--- config.mk ---
export PLATFORM = sky130hd
export DESIGN_NAME = package_toc_stream_parser
export DESIGN_NICKNAME = d
export VERILOG_FILES = /design/src/rtl/core/ptsp_pkg.sv /design/src/rtl/core/ptsp_front.sv /design/src/rtl/core/ptsp_queue.sv /design/src/rtl/core/package_toc_stream_parser.sv
export VERILOG_INCLUDE_DIRS = /design/src /design/src/rtl/core
export SDC_FILE = /design/constraint.sdc
export NUM_CORES = 2
export LEC_CHECK = 0
export ABC_CLOCK_PERIOD_IN_PS = 8900
export BUFFER_PORTS_ARGS = -buffer_cell sky130_fd_sc_hd__clkbuf_2
export CAP_MARGIN = 0
export CELL_PAD_IN_SITES_DETAIL_PLACEMENT = 2
export CELL_PAD_IN_SITES_GLOBAL_PLACEMENT = 2
export CORE_ASPECT_RATIO = 2
export CORE_MARGIN = 2
export CORE_UTILIZATION = 41
export DETAILED_ROUTE_END_ITERATION = 7
export GPL_TIMING_DRIVEN = 1
export HOLD_SLACK_MARGIN = 0.12
export PLACE_DENSITY = 0.89
export SETUP_SLACK_MARGIN = 0.05
export SYNTH_ARGS = -nofsm -noshare
export SYNTH_HDL_FRONTEND = slang
export SYNTH_SLANG_ARGS = --single-unit
export TNS_END_PERCENT = 5
--- constraint.sdc ---
create_clock -name clk -period 8.9 [get_ports clk]
set_input_delay 0.89 -clock clk [delete_from_list [all_inputs] [get_ports clk]]
set_output_delay 0.89 -clock clk [all_outputs]
set_load 0.005 [all_outputs]
--- src/rtl/core/assert_macros.svh ---
// assertion macros shared by the rtl
// no dependencies
`ifndef ASSERT_MACROS_SVH
`define ASSERT_MACROS_SVH
`define ASSERT_IMPLIES(lbl, clk, rstn, a, b) \
    lbl: assert property (@(posedge clk) disable iff (!rstn) (a) |-> (b)) \
        else $error("assertion failed");
`define ASSERT_NEVER(lbl, clk, rstn, a) \
    lbl: assert property (@(posedge clk) disable iff (!rstn) !(a)) \
        else $error("assertion failed");
`endif

--- src/rtl/core/ptsp_pkg.sv ---
// types and constants for the package toc stream parser
// no dependencies
package ptsp_pkg;
    localparam int unsigned DEF_MAX_ENTRIES = 32;
    localparam int unsigned SIG_LEN = 6;
    localparam logic [7:0] BRACE_CHAR = 8'h7b;
    localparam logic [7:0] NEWLINE_CHAR = 8'h0a;
    localparam logic [32:0] ALL32 = 33'h0_ffff_ffff;

    typedef enum logic [3:0] {
        ST_BUNDLE_OK = 4'd0,
        ST_SINGLE_OK = 4'd1,
        ST_SHORT     = 4'd2,
        ST_BAD_MAGIC = 4'd3,
        ST_EMPTY     = 4'd4,
        ST_NO_NL     = 4'd5,
        ST_COUNT_CUT = 4'd6,
        ST_TOO_MANY  = 4'd7,
        ST_TOC_CUT   = 4'd8,
        ST_BLOBS_CUT = 4'd9
    } status_t;

    typedef struct packed {
        logic [4:0]  entry_index;
        logic [31:0] name_offset;
        logic [7:0]  name_length;
        logic [7:0]  entry_flags;
        logic [31:0] plain_length;
        logic [31:0] stored_length;
        logic [31:0] blob_offset;
        logic [3:0]  status;
        logic [5:0]  entry_count;
        logic [31:0] payload_offset;
        logic [31:0] payload_length;
        logic        last;
    } result_t;

    function automatic logic [7:0] sig_byte(input logic [2:0] idx);
        logic [7:0] r;
        begin
            case (idx)
                3'd0: r = 8'h50;
                3'd1: r = 8'h41;
                3'd2: r = 8'h50;
                3'd3: r = 8'h50;
                3'd4: r = 8'h31;
                3'd5: r = 8'h0a;
                default: r = 8'h50;
            endcase
            return r;
        end
    endfunction
endpackage

--- src/rtl/core/ptsp_front.sv ---
// front end: byte parser, builds record and summary items
// depends on ptsp_pkg
module ptsp_front
    import ptsp_pkg::*;
#(
    parameter int unsigned MAX_ENTRIES = DEF_MAX_ENTRIES
)
(
    input  logic        clk,
    input  logic        rst_n,
    input  logic        in_valid,
    input  logic [7:0]  data_byte,
    input  logic        end_of_data,
    output logic        rec_valid,
    output logic        sum_valid,
    output result_t     rec_item,
    output result_t     sum_item
);
    typedef enum logic [11:0] {
        PH_MAGIC   = 12'b000000000001,
        PH_DETECT  = 12'b000000000010,
        PH_SEEK    = 12'b000000000100,
        PH_BODY    = 12'b000000001000,
        PH_COUNTHI = 12'b000000010000,
        PH_NAMELEN = 12'b000000100000,
        PH_NAME    = 12'b000001000000,
        PH_FLAGS   = 12'b000010000000,
        PH_LEN     = 12'b000100000000,
        PH_STORED  = 12'b001000000000,
        PH_BLOBS   = 12'b010000000000,
        PH_HALT    = 12'b100000000000
    } phase_t;

    phase_t phase_reg, phase_next;
    logic [31:0] pos_reg, pos_next;
    logic [7:0]  fcnt_reg, fcnt_next;
    logic [15:0] decl_reg, decl_next;
    logic [5:0]  cur_reg, cur_next;
    logic [7:0]  nlen_reg, nlen_next;
    logic [31:0] noff_reg, noff_next;
    logic [7:0]  flags_reg, flags_next;
    logic [31:0] lacc_reg, lacc_next;
    logic [31:0] sacc_reg, sacc_next;
    logic [32:0] stot_reg, stot_next;
    logic [31:0] pstart_reg, pstart_next;
    logic        bad_reg, bad_next;
    logic        many_reg, many_next;

    logic [31:0] pos_inc;
    logic [32:0] stot_sum;
    logic [32:0] remain;
    logic [15:0] decl_full;
    logic [1:0]  bsel;
    logic [31:0] bword;
    logic [31:0] sacc_new;

    always_comb
    begin
        pos_inc   = (pos_reg == 32'hffff_ffff) ? pos_reg : pos_reg + 32'd1;
        decl_full = {data_byte, decl_reg[7:0]};
        bsel      = fcnt_reg[1:0];
        bword     = {24'd0, data_byte} << {bsel, 3'b000};
        sacc_new  = sacc_reg | bword;
        stot_sum  = stot_reg + {1'b0, sacc_new};
        if (stot_sum > ALL32 + 33'd1)
            stot_sum = ALL32 + 33'd1;
    end

    always_comb
    begin
        phase_next  = phase_reg;
        pos_next    = pos_reg;
        fcnt_next   = fcnt_reg;
        decl_next   = decl_reg;
        cur_next    = cur_reg;
        nlen_next   = nlen_reg;
        noff_next   = noff_reg;
        flags_next  = flags_reg;
        lacc_next   = lacc_reg;
        sacc_next   = sacc_reg;
        stot_next   = stot_reg;
        pstart_next = pstart_reg;
        bad_next    = bad_reg;
        many_next   = many_reg;
        rec_valid   = 1'b0;
        rec_item    = '0;
        sum_valid   = 1'b0;
        sum_item    = '0;
        remain      = '0;
        if (in_valid)
        begin
            unique case (phase_reg)
                PH_MAGIC:
                begin
                    if (data_byte != sig_byte(pos_reg[2:0]))
                        bad_next = 1'b1;
                    if (pos_reg >= 32'(SIG_LEN - 1))
                        phase_next = (bad_next) ? PH_HALT : PH_DETECT;
                end
                PH_DETECT:
                begin
                    if (data_byte == BRACE_CHAR)
                        phase_next = PH_SEEK;
                    else
                    begin
                        decl_next  = {8'd0, data_byte};
                        phase_next = PH_COUNTHI;
                    end
                end
                PH_SEEK:
                begin
                    if (data_byte == NEWLINE_CHAR)
                    begin
                        pstart_next = pos_inc;
                        phase_next  = PH_BODY;
                    end
                end
                PH_COUNTHI:
                begin
                    decl_next = decl_full;
                    if (32'(decl_full) > 32'(MAX_ENTRIES))
                    begin
                        many_next  = 1'b1;
                        phase_next = PH_HALT;
                    end
                    else if (decl_full == 16'd0)
                    begin
                        pstart_next = pos_inc;
                        phase_next  = PH_BLOBS;
                    end
                    else
                        phase_next = PH_NAMELEN;
                end
                PH_NAMELEN:
                begin
                    nlen_next  = data_byte;
                    noff_next  = pos_inc;
                    fcnt_next  = '0;
                    phase_next = (data_byte != 8'd0) ? PH_NAME : PH_FLAGS;
                end
                PH_NAME:
                begin
                    fcnt_next = fcnt_reg + 8'd1;
                    if (fcnt_next >= nlen_reg)
                        phase_next = PH_FLAGS;
                end
                PH_FLAGS:
                begin
                    flags_next = data_byte;
                    fcnt_next  = '0;
                    lacc_next  = '0;
                    phase_next = PH_LEN;
                end
                PH_LEN:
                begin
                    lacc_next = lacc_reg | bword;
                    if (bsel == 2'd3)
                    begin
                        fcnt_next  = '0;
                        sacc_next  = '0;
                        phase_next = PH_STORED;
                    end
                    else
                        fcnt_next = fcnt_reg + 8'd1;
                end
                PH_STORED:
                begin
                    sacc_next = sacc_new;
                    if (bsel == 2'd3)
                    begin
                        rec_valid              = 1'b1;
                        rec_item.entry_index   = cur_reg[4:0];
                        rec_item.name_offset   = noff_reg;
                        rec_item.name_length   = nlen_reg;
                        rec_item.entry_flags   = flags_reg;
                        rec_item.plain_length  = lacc_reg;
                        rec_item.stored_length = sacc_new;
                        rec_item.blob_offset   = stot_reg[32] ? 32'hffff_ffff : stot_reg[31:0];
                        stot_next = stot_sum;
                        cur_next  = cur_reg + 6'd1;
                        fcnt_next = '0;
                        if (16'(cur_next) >= decl_reg)
                        begin
                            pstart_next = pos_inc;
                            phase_next  = PH_BLOBS;
                        end
                        else
                            phase_next = PH_NAMELEN;
                    end
                    else
                        fcnt_next = fcnt_reg + 8'd1;
                end
                PH_BODY, PH_BLOBS, PH_HALT: ;
                default: ;
            endcase
            pos_next = pos_inc;

            if (end_of_data)
            begin
                // bytes from the payload start up to and including this one
                remain = ({1'b0, pos_reg} + 33'd1) - {1'b0, pstart_next};
                if ({1'b0, pos_reg} + 33'd1 < {1'b0, pstart_next})
                    remain = '0;
                sum_valid            = 1'b1;
                sum_item.last        = 1'b1;
                sum_item.entry_count = cur_next;
                unique case (phase_next)
                    PH_MAGIC:   sum_item.status = ST_SHORT;
                    PH_DETECT:  sum_item.status = ST_EMPTY;
                    PH_SEEK:    sum_item.status = ST_NO_NL;
                    PH_COUNTHI: sum_item.status = ST_COUNT_CUT;
                    PH_BODY:
                    begin
                        sum_item.status         = ST_SINGLE_OK;
                        sum_item.payload_offset = pstart_next;
                        sum_item.payload_length = remain[32] ? 32'hffff_ffff
                                                             : remain[31:0];
                    end
                    PH_BLOBS:
                    begin
                        sum_item.payload_offset = pstart_next;
                        sum_item.payload_length = stot_next[32] ? 32'hffff_ffff
                                                                : stot_next[31:0];
                        if (stot_next[32] || (stot_next > remain))
                            sum_item.status = ST_BLOBS_CUT;
                        else
                            sum_item.status = ST_BUNDLE_OK;
                    end
                    PH_HALT:
                        sum_item.status = many_next ? ST_TOO_MANY : ST_BAD_MAGIC;
                    default: sum_item.status = ST_TOC_CUT;
                endcase
                phase_next  = PH_MAGIC;
                pos_next    = '0;
                fcnt_next   = '0;
                decl_next   = '0;
                cur_next    = '0;
                nlen_next   = '0;
                noff_next   = '0;
                flags_next  = '0;
                lacc_next   = '0;
                sacc_next   = '0;
                stot_next   = '0;
                pstart_next = '0;
                bad_next    = 1'b0;
                many_next   = 1'b0;
            end
        end
    end

    always_ff @(posedge clk or negedge rst_n)
    begin
        if (!rst_n)
        begin
            phase_reg  <= PH_MAGIC;
            pos_reg    <= '0;
            fcnt_reg   <= '0;
            decl_reg   <= '0;
            cur_reg    <= '0;
            nlen_reg   <= '0;
            noff_reg   <= '0;
            flags_reg  <= '0;
            lacc_reg   <= '0;
            sacc_reg   <= '0;
            stot_reg   <= '0;
            pstart_reg <= '0;
            bad_reg    <= 1'b0;
            many_reg   <= 1'b0;
        end
        else
        begin
            phase_reg  <= phase_next;
            pos_reg    <= pos_next;
            fcnt_reg   <= fcnt_next;
            decl_reg   <= decl_next;
            cur_reg    <= cur_next;
            nlen_reg   <= nlen_next;
            noff_reg   <= noff_next;
            flags_reg  <= flags_next;
            lacc_reg   <= lacc_next;
            sacc_reg   <= sacc_next;
            stot_reg   <= stot_next;
            pstart_reg <= pstart_next;
            bad_reg    <= bad_next;
            many_reg   <= many_next;
        end
    end
endmodule

--- src/rtl/core/ptsp_queue.sv ---
// result queue between parser and output; takes up to two items per cycle
// depends on ptsp_pkg
module ptsp_queue
    import ptsp_pkg::*;
(
    input  logic    clk,
    input  logic    rst_n,
    input  logic    wr_a,
    input  result_t item_a,
    input  logic    wr_b,
    input  result_t item_b,
    output logic    almost_full,
    output logic    empty,
    input  logic    pop,
    output result_t head
);
    localparam int unsigned DEPTH = 8;
    localparam int unsigned AW = $clog2(DEPTH);

    result_t mem [DEPTH];
    logic [AW-1:0] rd_reg, rd_next, wr_reg, wr_next;
    logic [AW:0]   cnt_reg, cnt_next;
    logic          do_pop;
    logic [AW-1:0] wr_b_addr;

    always_comb
    begin
        do_pop    = pop && (cnt_reg != '0);
        wr_b_addr = wr_a ? wr_reg + AW'(1) : wr_reg;
        wr_next   = wr_reg + AW'(wr_a) + AW'(wr_b);
        rd_next   = rd_reg + AW'(do_pop);
        cnt_next  = cnt_reg + (AW+1)'(wr_a) + (AW+1)'(wr_b) - (AW+1)'(do_pop);
    end

    always_ff @(posedge clk)
    begin
        if (wr_a)
            mem[wr_reg] <= item_a;
        if (wr_b)
            mem[wr_b_addr] <= item_b;
    end

    always_ff @(posedge clk or negedge rst_n)
    begin
        if (!rst_n)
        begin
            rd_reg  <= '0;
            wr_reg  <= '0;
            cnt_reg <= '0;
        end
        else
        begin
            rd_reg  <= rd_next;
            wr_reg  <= wr_next;
            cnt_reg <= cnt_next;
        end
    end

    assign head        = mem[rd_reg];
    assign empty       = (cnt_reg == '0);
    assign almost_full = (cnt_reg > (AW+1)'(DEPTH - 2));
endmodule

--- src/rtl/core/package_toc_stream_parser.sv ---
// top level of the package toc stream parser
// depends on ptsp_pkg, ptsp_front, ptsp_queue, assert_macros.svh
//
// usage:
//   input channel: data_byte and end_of_data transfer when push is high and
//   full is low; one byte per cycle, back to back, until full rises.
//   result channel: the oldest result sits on the result ports while empty
//   is low; it transfers when pop is high.
//   a record result is queued in the cycle after its last stored-size byte;
//   the summary (last=1) follows the final byte the same way, so empty goes
//   low in the cycle after the input transfer.
//   throughput: one byte per cycle while full is low; up to two results per
//   byte are written into an eight-entry queue.
//   when the receiver stalls the queue fills; full rises while fewer than
//   two free slots remain, and the parser holds.
//   reset clears the parser to the magic phase and empties the queue.
//   after a summary the parser is back in its reset state for the next
//   package.
`include "assert_macros.svh"
module package_toc_stream_parser
    import ptsp_pkg::*;
#(
    parameter int unsigned MAX_ENTRIES = DEF_MAX_ENTRIES
)
(
    input  logic        clk,
    input  logic        rst_n,
    input  logic        push,
    output logic        full,
    input  logic [7:0]  data_byte,
    input  logic        end_of_data,
    output logic        empty,
    input  logic        pop,
    output logic [4:0]  entry_index,
    output logic [31:0] name_offset,
    output logic [7:0]  name_length,
    output logic [7:0]  entry_flags,
    output logic [31:0] plain_length,
    output logic [31:0] stored_length,
    output logic [31:0] blob_offset,
    output logic [3:0]  status,
    output logic [5:0]  entry_count,
    output logic [31:0] payload_offset,
    output logic [31:0] payload_length,
    output logic        last
);
    logic    in_xfer;
    logic    rec_valid, sum_valid;
    result_t rec_item, sum_item, head;
    logic    wr_a, wr_b;
    result_t item_a;

    assign in_xfer = push && !full;

    ptsp_front #(.MAX_ENTRIES(MAX_ENTRIES)) u_front (
        .clk        (clk),
        .rst_n      (rst_n),
        .in_valid   (in_xfer),
        .data_byte  (data_byte),
        .end_of_data(end_of_data),
        .rec_valid  (rec_valid),
        .sum_valid  (sum_valid),
        .rec_item   (rec_item),
        .sum_item   (sum_item)
    );

    assign wr_a   = rec_valid || sum_valid;
    assign item_a = rec_valid ? rec_item : sum_item;
    assign wr_b   = rec_valid && sum_valid;

    ptsp_queue u_queue (
        .clk        (clk),
        .rst_n      (rst_n),
        .wr_a       (wr_a),
        .item_a     (item_a),
        .wr_b       (wr_b),
        .item_b     (sum_item),
        .almost_full(full),
        .empty      (empty),
        .pop        (pop),
        .head       (head)
    );

    assign entry_index    = head.entry_index;
    assign name_offset    = head.name_offset;
    assign name_length    = head.name_length;
    assign entry_flags    = head.entry_flags;
    assign plain_length   = head.plain_length;
    assign stored_length  = head.stored_length;
    assign blob_offset    = head.blob_offset;
    assign status         = head.status;
    assign entry_count    = head.entry_count;
    assign payload_offset = head.payload_offset;
    assign payload_length = head.payload_length;
    assign last           = head.last;

    `ASSERT_IMPLIES(a_sum_on_eod, clk, rst_n, in_xfer && end_of_data, sum_valid)
    `ASSERT_IMPLIES(a_no_sum_mid, clk, rst_n, sum_valid, in_xfer && end_of_data)
    `ASSERT_NEVER(a_rec_no_xfer, clk, rst_n, rec_valid && !in_xfer)
endmodule
== Word level (Yosys, flattened, before mapping) ==
Memory sizes are Yosys's and may differ from the RTL's.
Cells that the tools add are included.

* Output and inout bits: 226
* Register bits: 263
* Memories: 1
* Input bits: 13
* RAM bits: 1792

{| class="wikitable"
|+ Memory list
! memory !! depth !! width !! rd ports !! clocked after memory_dff !! write ports !! line !! text
|-
| u_queue.mem || 8 || 224 || 1 || 0 || 2 || ptsp_queue.sv:20 || <nowiki>result_t mem [DEPTH];</nowiki>
|}

* Muxes and demuxes: 87
* Add/sub/neg operators: 13
* Reduce and logical (&&, ||, !) cells: 28
* Equality and inequality tests: 28
* Shift-type cells: 1
* Order comparisons: 8
* Bitwise gates (word level): 2

{| class="wikitable"
|+ Operator list
! cell !! count
|-
| $mux 32 || 17
|-
| $mux 149 || 3
|-
| $mux 33 || 8
|-
| $mux 224 || 1
|-
| $mux 75 || 2
|-
| $pmux 32 s2 || 2
|-
| $pmux 64 s2 || 1
|-
| $mux 12 || 9
|-
| $pmux 12 s9 || 1
|-
| $pmux 32 s3 || 1
|-
| $mux 8 || 9
|-
| $or 32x32->32 || 2
|-
| $add 32x1->33 const B || 1
|-
| $add 33x32->33 || 1
|-
| $gt 33x33->1 || 1
|-
| $gt 33x33->1 const B || 1
|-
| $lt 33x32->1 || 1
|-
| $sub 33x32->33 || 1
|-
| $add 32x1->32 const B || 1
|-
| $eq 32x32->1 const B || 1
|-
| $ge 32x3->1 const B || 1
|-
| $mux 16 || 2
|-
| $pmux 16 s2 || 1
|-
| $shl 8x5->32 || 1
|-
| other kinds (53) || 98
|}

== Longest topological paths before layout ==
* Word-level depth: 17
* Gate-level depth with buffers: 37
* Mapped depth without buffers: 34

== By module ==
Synthesis repeated with hierarchy kept, for this count alone.

* Cell total of the unflattened synthesis: 8495
* Area total of the unflattened synthesis: 111868.5 um2

{| class="wikitable"
|+ Modules (own cells, without submodules)
! module !! cells each !! instances !! area an instance (um2) !! sequential area each (um2)
|-
| ptsp_queue || 5581 || 1 || 87989.4 || 54061.8
|-
| ptsp_front || 2662 || 1 || 20588.5 || 6332.3
|-
| package_toc_stream_parser || 252 || 1 || 3290.7 || 0.0
|}

== Worst setup path after synthesis ==
Ideal clock, no wire load.

* Kind: reg-to-reg
* Start point: register u_front.phase_reg[6]
* End point: memory u_queue.mem[4][0] (netlist name) (enable)
* Path buffers: 2
* Cell stages (with the launch flop): 9
* Arrival: 7.532 ns
* Path slack: 0.756 ns
* Period minus slack after synthesis: 8.144 ns
* Required time: 8.288 ns
* Cell sequence: dfrtp_1 -> clkbuf_1 -> or4_1 -> buf_2 -> or4_4 -> nor3_2 -> o21ai_2 -> xor2_2 -> o21ai_0

{| class="wikitable"
|+ RTL lines
! item !! line !! text
|-
| from (decl) || ptsp_front.sv:34 || <nowiki>phase_t phase_reg, phase_next;</nowiki>
|-
| from (signal assigned) || ptsp_front.sv:272 || <nowiki>phase_reg <= phase_next;</nowiki>
|-
| to (decl) || ptsp_queue.sv:20 ||
|}

==> results by stage <==
Floorplanning:
- The number of placed I/O pins is 239.
- The total die area is 0.2390 mm^2.
- The die is between 600 and 700 um tall.
- The placement row count is around 250.
- The initial utilization of the core area, before any placement, comes to 41.22%.
- The horizontal die dimension is ~350 um.
- The core region is around 0.23 mm^2.

Worst setup path:
- STA classifies the critical path endpoint as a flop.
- The delay of the slowest cell on the worst path is roughly 1.1 ns.
- The required time at the endpoint of the critical path is 9.55 ns.
- The element type at the critical path start is a flop.
- The library cell contributing the largest single delay on the critical path is sky130_fd_sc_hd__xnor2_1.
- The worst path arrival time is roughly 9 ns.
- The largest fanout of any net on the critical path is 43.
- The dominant delay contributor by cell family on the critical path is simple AND/OR/NAND/NOR gates.
- The number of buffer and inverter stages on the critical path is 4.
- The type of the worst setup path is flop to flop.

Timing:
- For the final database, setup skew stands at between 0.06 and 0.07 ns.
- The count of endpoints failing hold in the final timing report is 0.
- The worst pin sits at a relative slew slack of under 10%.
- Subtracting the final worst setup slack from the clock period gives roughly 8.6 ns.
- The final number of setup-violating endpoints is 0.
- For the final routed database, the setup TNS stands at 0 ns.
- The slack of the critical path is around 0.30 ns.
- Static timing analysis puts the maximum clock frequency at around 0.12 GHz.
- The measured slew at the worst slew-check pin is 1.367 ns.
- The final number of max-transition violations is 0.
- Setup repair after global routing left no endpoint under its margin.
- The worst slack on hold paths is approximately 0.41 ns.
- The post-route clock period utilization is a little over nine tenths.

Yosys:
- Averaged over all synthesized cells, the footprint is just under 10 um^2.
- The cell count after synthesis is between 10000 and 15000.
- The number of flops mapped to enable cells by yosys is 600.
- The most used flip-flop cell after synthesis is sky130_fd_sc_hd__dfxtp_1.
- The number of distinct library cells after synthesis is 100.
- In this run the cell area of the synthesized design comes to 0.09630 mm^2.
- Yosys attributes the largest share of cell area to sky130_fd_sc_hd__dfxtp_1, sky130_fd_sc_hd__edfxtp_1, sky130_fd_sc_hd__nand2_1.
- The sequential cell area fraction in the yosys report is 50.32%.
- In this run, synthesis produced a sequential element count of ~2100.
- In this run the biggest area consumer among cell types represents approximately 25% of the synthesized area.
- The count of yosys warnings during synthesis is 0.
- The post-synthesis async set-or-reset flop share is approximately an eighth.
- Summed over all instances, the cell type with the most area after synthesis is sky130_fd_sc_hd__dfxtp_1.
- The number of nets in the synthesized netlist is approximately 10000.

Placement:
- The placed instances occupy a cell area of ~0.1 mm^2.
- Summed over all nets, the half-perimeter wirelength after detailed placement is approximately 270 mm.
- The placement-stage worst setup slack is roughly 0.51 ns.
- The placer congestion estimate is between 0.9 and 1.
- The count of input and output buffers is between 200 and 250.
- Once placement completed, the tool counted placed cells totaling ~13000.

Pwr:
- Summed over all cells, the static leakage comes to 38.09 nW.
- VDD sags by at most about 0.32 mV.
- Power spread over the standard cell area amounts to 260.2 mW/mm^2.
- Total power for the finished layout comes to between 20 and 30 mW.

Routing:
- The number of antenna-violating nets in the routed design is 0.
- The first detailed-routing pass took 6 iterations.
- After detailed routing, the number of remaining DRC violations is 0.
- In the final routed layout, each cell accounts on average for approximately 36 um.
- The number of design-rule violations left by the first detailed-router iteration is 7934.
- Summing over every cut layer, the via total after detailed routing is between 80000 and 90000.
- For this block, the routed nets add up to 467.1 mm of wire.
- Using the TritonRoute via totals, the vias-per-cell ratio works out to ~6.6.

Clock tree:
- Buffers inserted during clock tree synthesis total 198.
- Once the clock tree was built, the setup fixing pass inserted 0 buffers.
- For this design, the sink count on the clock tree is a little over 2000.
- The root buffer selected by CTS is sky130_fd_sc_hd__clkbuf_16.
- Counting along the longest clock path gives a buffer depth of 4.
- The H-tree generated during clock tree synthesis spans 4 levels.
- The clock transition at the registers of the reported paths is 0.07 ns.
- The worst-skew pair later-pin latency is roughly 0.94 ns.
- TritonCTS built the clock tree.

Global route:
- The pin count of the biggest net entering global routing is ~110.
- The residual overflow from global routing is 0.
- The initial antenna violation count is 26.
- The first global-routing pass estimated roughly 670 mm of wire.
- Global routing used a little under two fifths of the available tracks.
- The number of global-route vias before repair is a little under 100k.

Layout:
- After the flow finishes, the layout carries non-filler instances totaling ~13000.
- Summing all non-filler instances in the final layout gives an area of around 0.11 mm^2.
- The synthesis-to-finish area growth is 10.77%.
- The flip-flop count of the largest register after layout is ~1800.
- The library cells used most frequently in the layout, excluding fill and tap cells, are sky130_fd_sc_hd__nand2_1, sky130_fd_sc_hd__a21oi_1, sky130_fd_sc_hd__dfxtp_1, sky130_fd_sc_hd__nor2_1, sky130_fd_sc_hd__edfxtp_1.
- The most common library cell in the layout ignoring fill and taps is sky130_fd_sc_hd__nand2_1.
- The count of nets after finishing is 9941.
- Measured on the finished design, the core utilization comes to between 40% and 50%.
- The layout cell share with drive strength beyond 1 is between 10% and 20%.

Job:
- The number of maximum-capacitance violations is 0.

Hold path:
- The path class of the tightest hold or removal check is primary input to flop.

Outcome:
- The run finished with clean final reports.
[per-layer routing]
metal,routed length (um),global-route usage (%),vias up
met1,156100,39.84,44530
li1,-,-,34500
met3,34910,7.538,2137
met4,45880,33.90,36
met5,230,0,-
met2,230000,65.44,5066
[worst paths after layout]
check / from / endpoint / slack (ns) / depth (start not counted)
max: u_front.phase_reg[11]$_DFFE_PN0P_ / u_queue.mem[2][71]$_DFFE_PP_ / 0.30 / 28
min: pop / u_queue.rd_reg[0]$_DFF_PN0_ / 0.41 / 3
max reg2reg: u_front.phase_reg[11]$_DFFE_PN0P_ / u_queue.mem[2][71]$_DFFE_PP_ / 0.30 / 28
min reg2reg: u_queue.mem[6][208]$_SDFFE_PP0P_ / u_queue.mem[6][208]$_SDFFE_PP0P_ / 0.45 / 2
max in group asynchronous: rst_n / u_front.sacc_reg[30]$_DFFE_PN0P_ / 5.83 / 4
min in group asynchronous: rst_n / u_front.pstart_reg[27]$_DFFE_PN0P_ / 0.59 / 2
[cells in the mapped netlist (10+ instances only)]
cell type and number:
sky130_fd_sc_hd__nand2_1 2703, sky130_fd_sc_hd__a21oi_1 1404, sky130_fd_sc_hd__dfxtp_1 1192, sky130_fd_sc_hd__nor2_1 736, sky130_fd_sc_hd__clkbuf_1 650, sky130_fd_sc_hd__edfxtp_1 600, sky130_fd_sc_hd__mux4_2 448, sky130_fd_sc_hd__dfrtp_1 262
sky130_fd_sc_hd__mux2_2 228, sky130_fd_sc_hd__o21ai_0 202, sky130_fd_sc_hd__ha_1 127, sky130_fd_sc_hd__inv_1 100, sky130_fd_sc_hd__o22ai_1 100, sky130_fd_sc_hd__and2_1 92, sky130_fd_sc_hd__buf_1 84, sky130_fd_sc_hd__a311o_1 72
sky130_fd_sc_hd__a22o_1 67, sky130_fd_sc_hd__nand3_1 61, sky130_fd_sc_hd__xnor2_1 60, sky130_fd_sc_hd__buf_4 55, sky130_fd_sc_hd__nand2b_1 51, sky130_fd_sc_hd__o221ai_1 48, sky130_fd_sc_hd__xor2_1 44, sky130_fd_sc_hd__a21o_1 39
sky130_fd_sc_hd__buf_2 39, sky130_fd_sc_hd__nor3_1 39, sky130_fd_sc_hd__nand4_1 34, sky130_fd_sc_hd__o31ai_1 27, sky130_fd_sc_hd__mux2i_1 26, sky130_fd_sc_hd__o21ai_1 25, sky130_fd_sc_hd__nand2_2 24, sky130_fd_sc_hd__nor2b_1 24
sky130_fd_sc_hd__and3_1 22, sky130_fd_sc_hd__nor4_1 22, sky130_fd_sc_hd__a22oi_1 21, sky130_fd_sc_hd__a31oi_1 19, sky130_fd_sc_hd__o21a_1 18, sky130_fd_sc_hd__a211oi_1 17, sky130_fd_sc_hd__or3_1 14, sky130_fd_sc_hd__and4_1 13
sky130_fd_sc_hd__inv_2 10, sky130_fd_sc_hd__nand3b_1 10
[kinds of logic (layout without fill, tap and decap cells)]
kind of cell	after synthesis	after routing	share of synthesized area (%)
buf+inv	944	892	3.959
fa+ha+maj	132	132	1.754
other cells	0	13	0
mux	702	702	13.41
xor+xnor	106	106	0.9796
flops	2055	2055	50.32
simple gates	3901	3901	16.53
compound gates	2164	2164	13.04
[where the power goes]
part / leakage, nW / internal [mW] / switching, mW
combinational: 16.0 / 2.60 / 5.84
sequential: 18.8 / 9.84 / 0.349
clock: 3.27 / 5.02 / 4.11
[what timing repair did]
| action | CTS | global route |
|---|---|---|
| setup endpoints to repair | 0 | 16 |
| hold buffers | 1 | 0 |
| hold endpoints to repair | 77 | 0 |
| gates resized for setup | 0 | 4 |
[layout make-up]
class / instances / area [um^2]
fill: 24300 / 127000
sequential: 2055 / 48470
multi-input combinational: 7005 / 44460
clock buffer: 270 / 5614
tap: 3036 / 3799
timing repair buffer: 426 / 2865
clock inverter: 86 / 1023
inverter: 110 / 412.9
antenna: 13 / 32.53
[worst register-to-register path: cells and delay by family (launching register included)]
| family | cells | cell delay [ns] |
|---|---|---|
| xor+xnor | 1 | 1.08 |
| mux | 1 | 0.33 |
| fa+ha+maj | 3 | 0.89 |
| flops | 1 | 0.42 |
| simple gates | 10 | 2.95 |
| compound gates | 9 | 1.81 |
| buf+inv | 4 | 0.82 |
No activity file was read; power rests on OpenSTA's default activity.
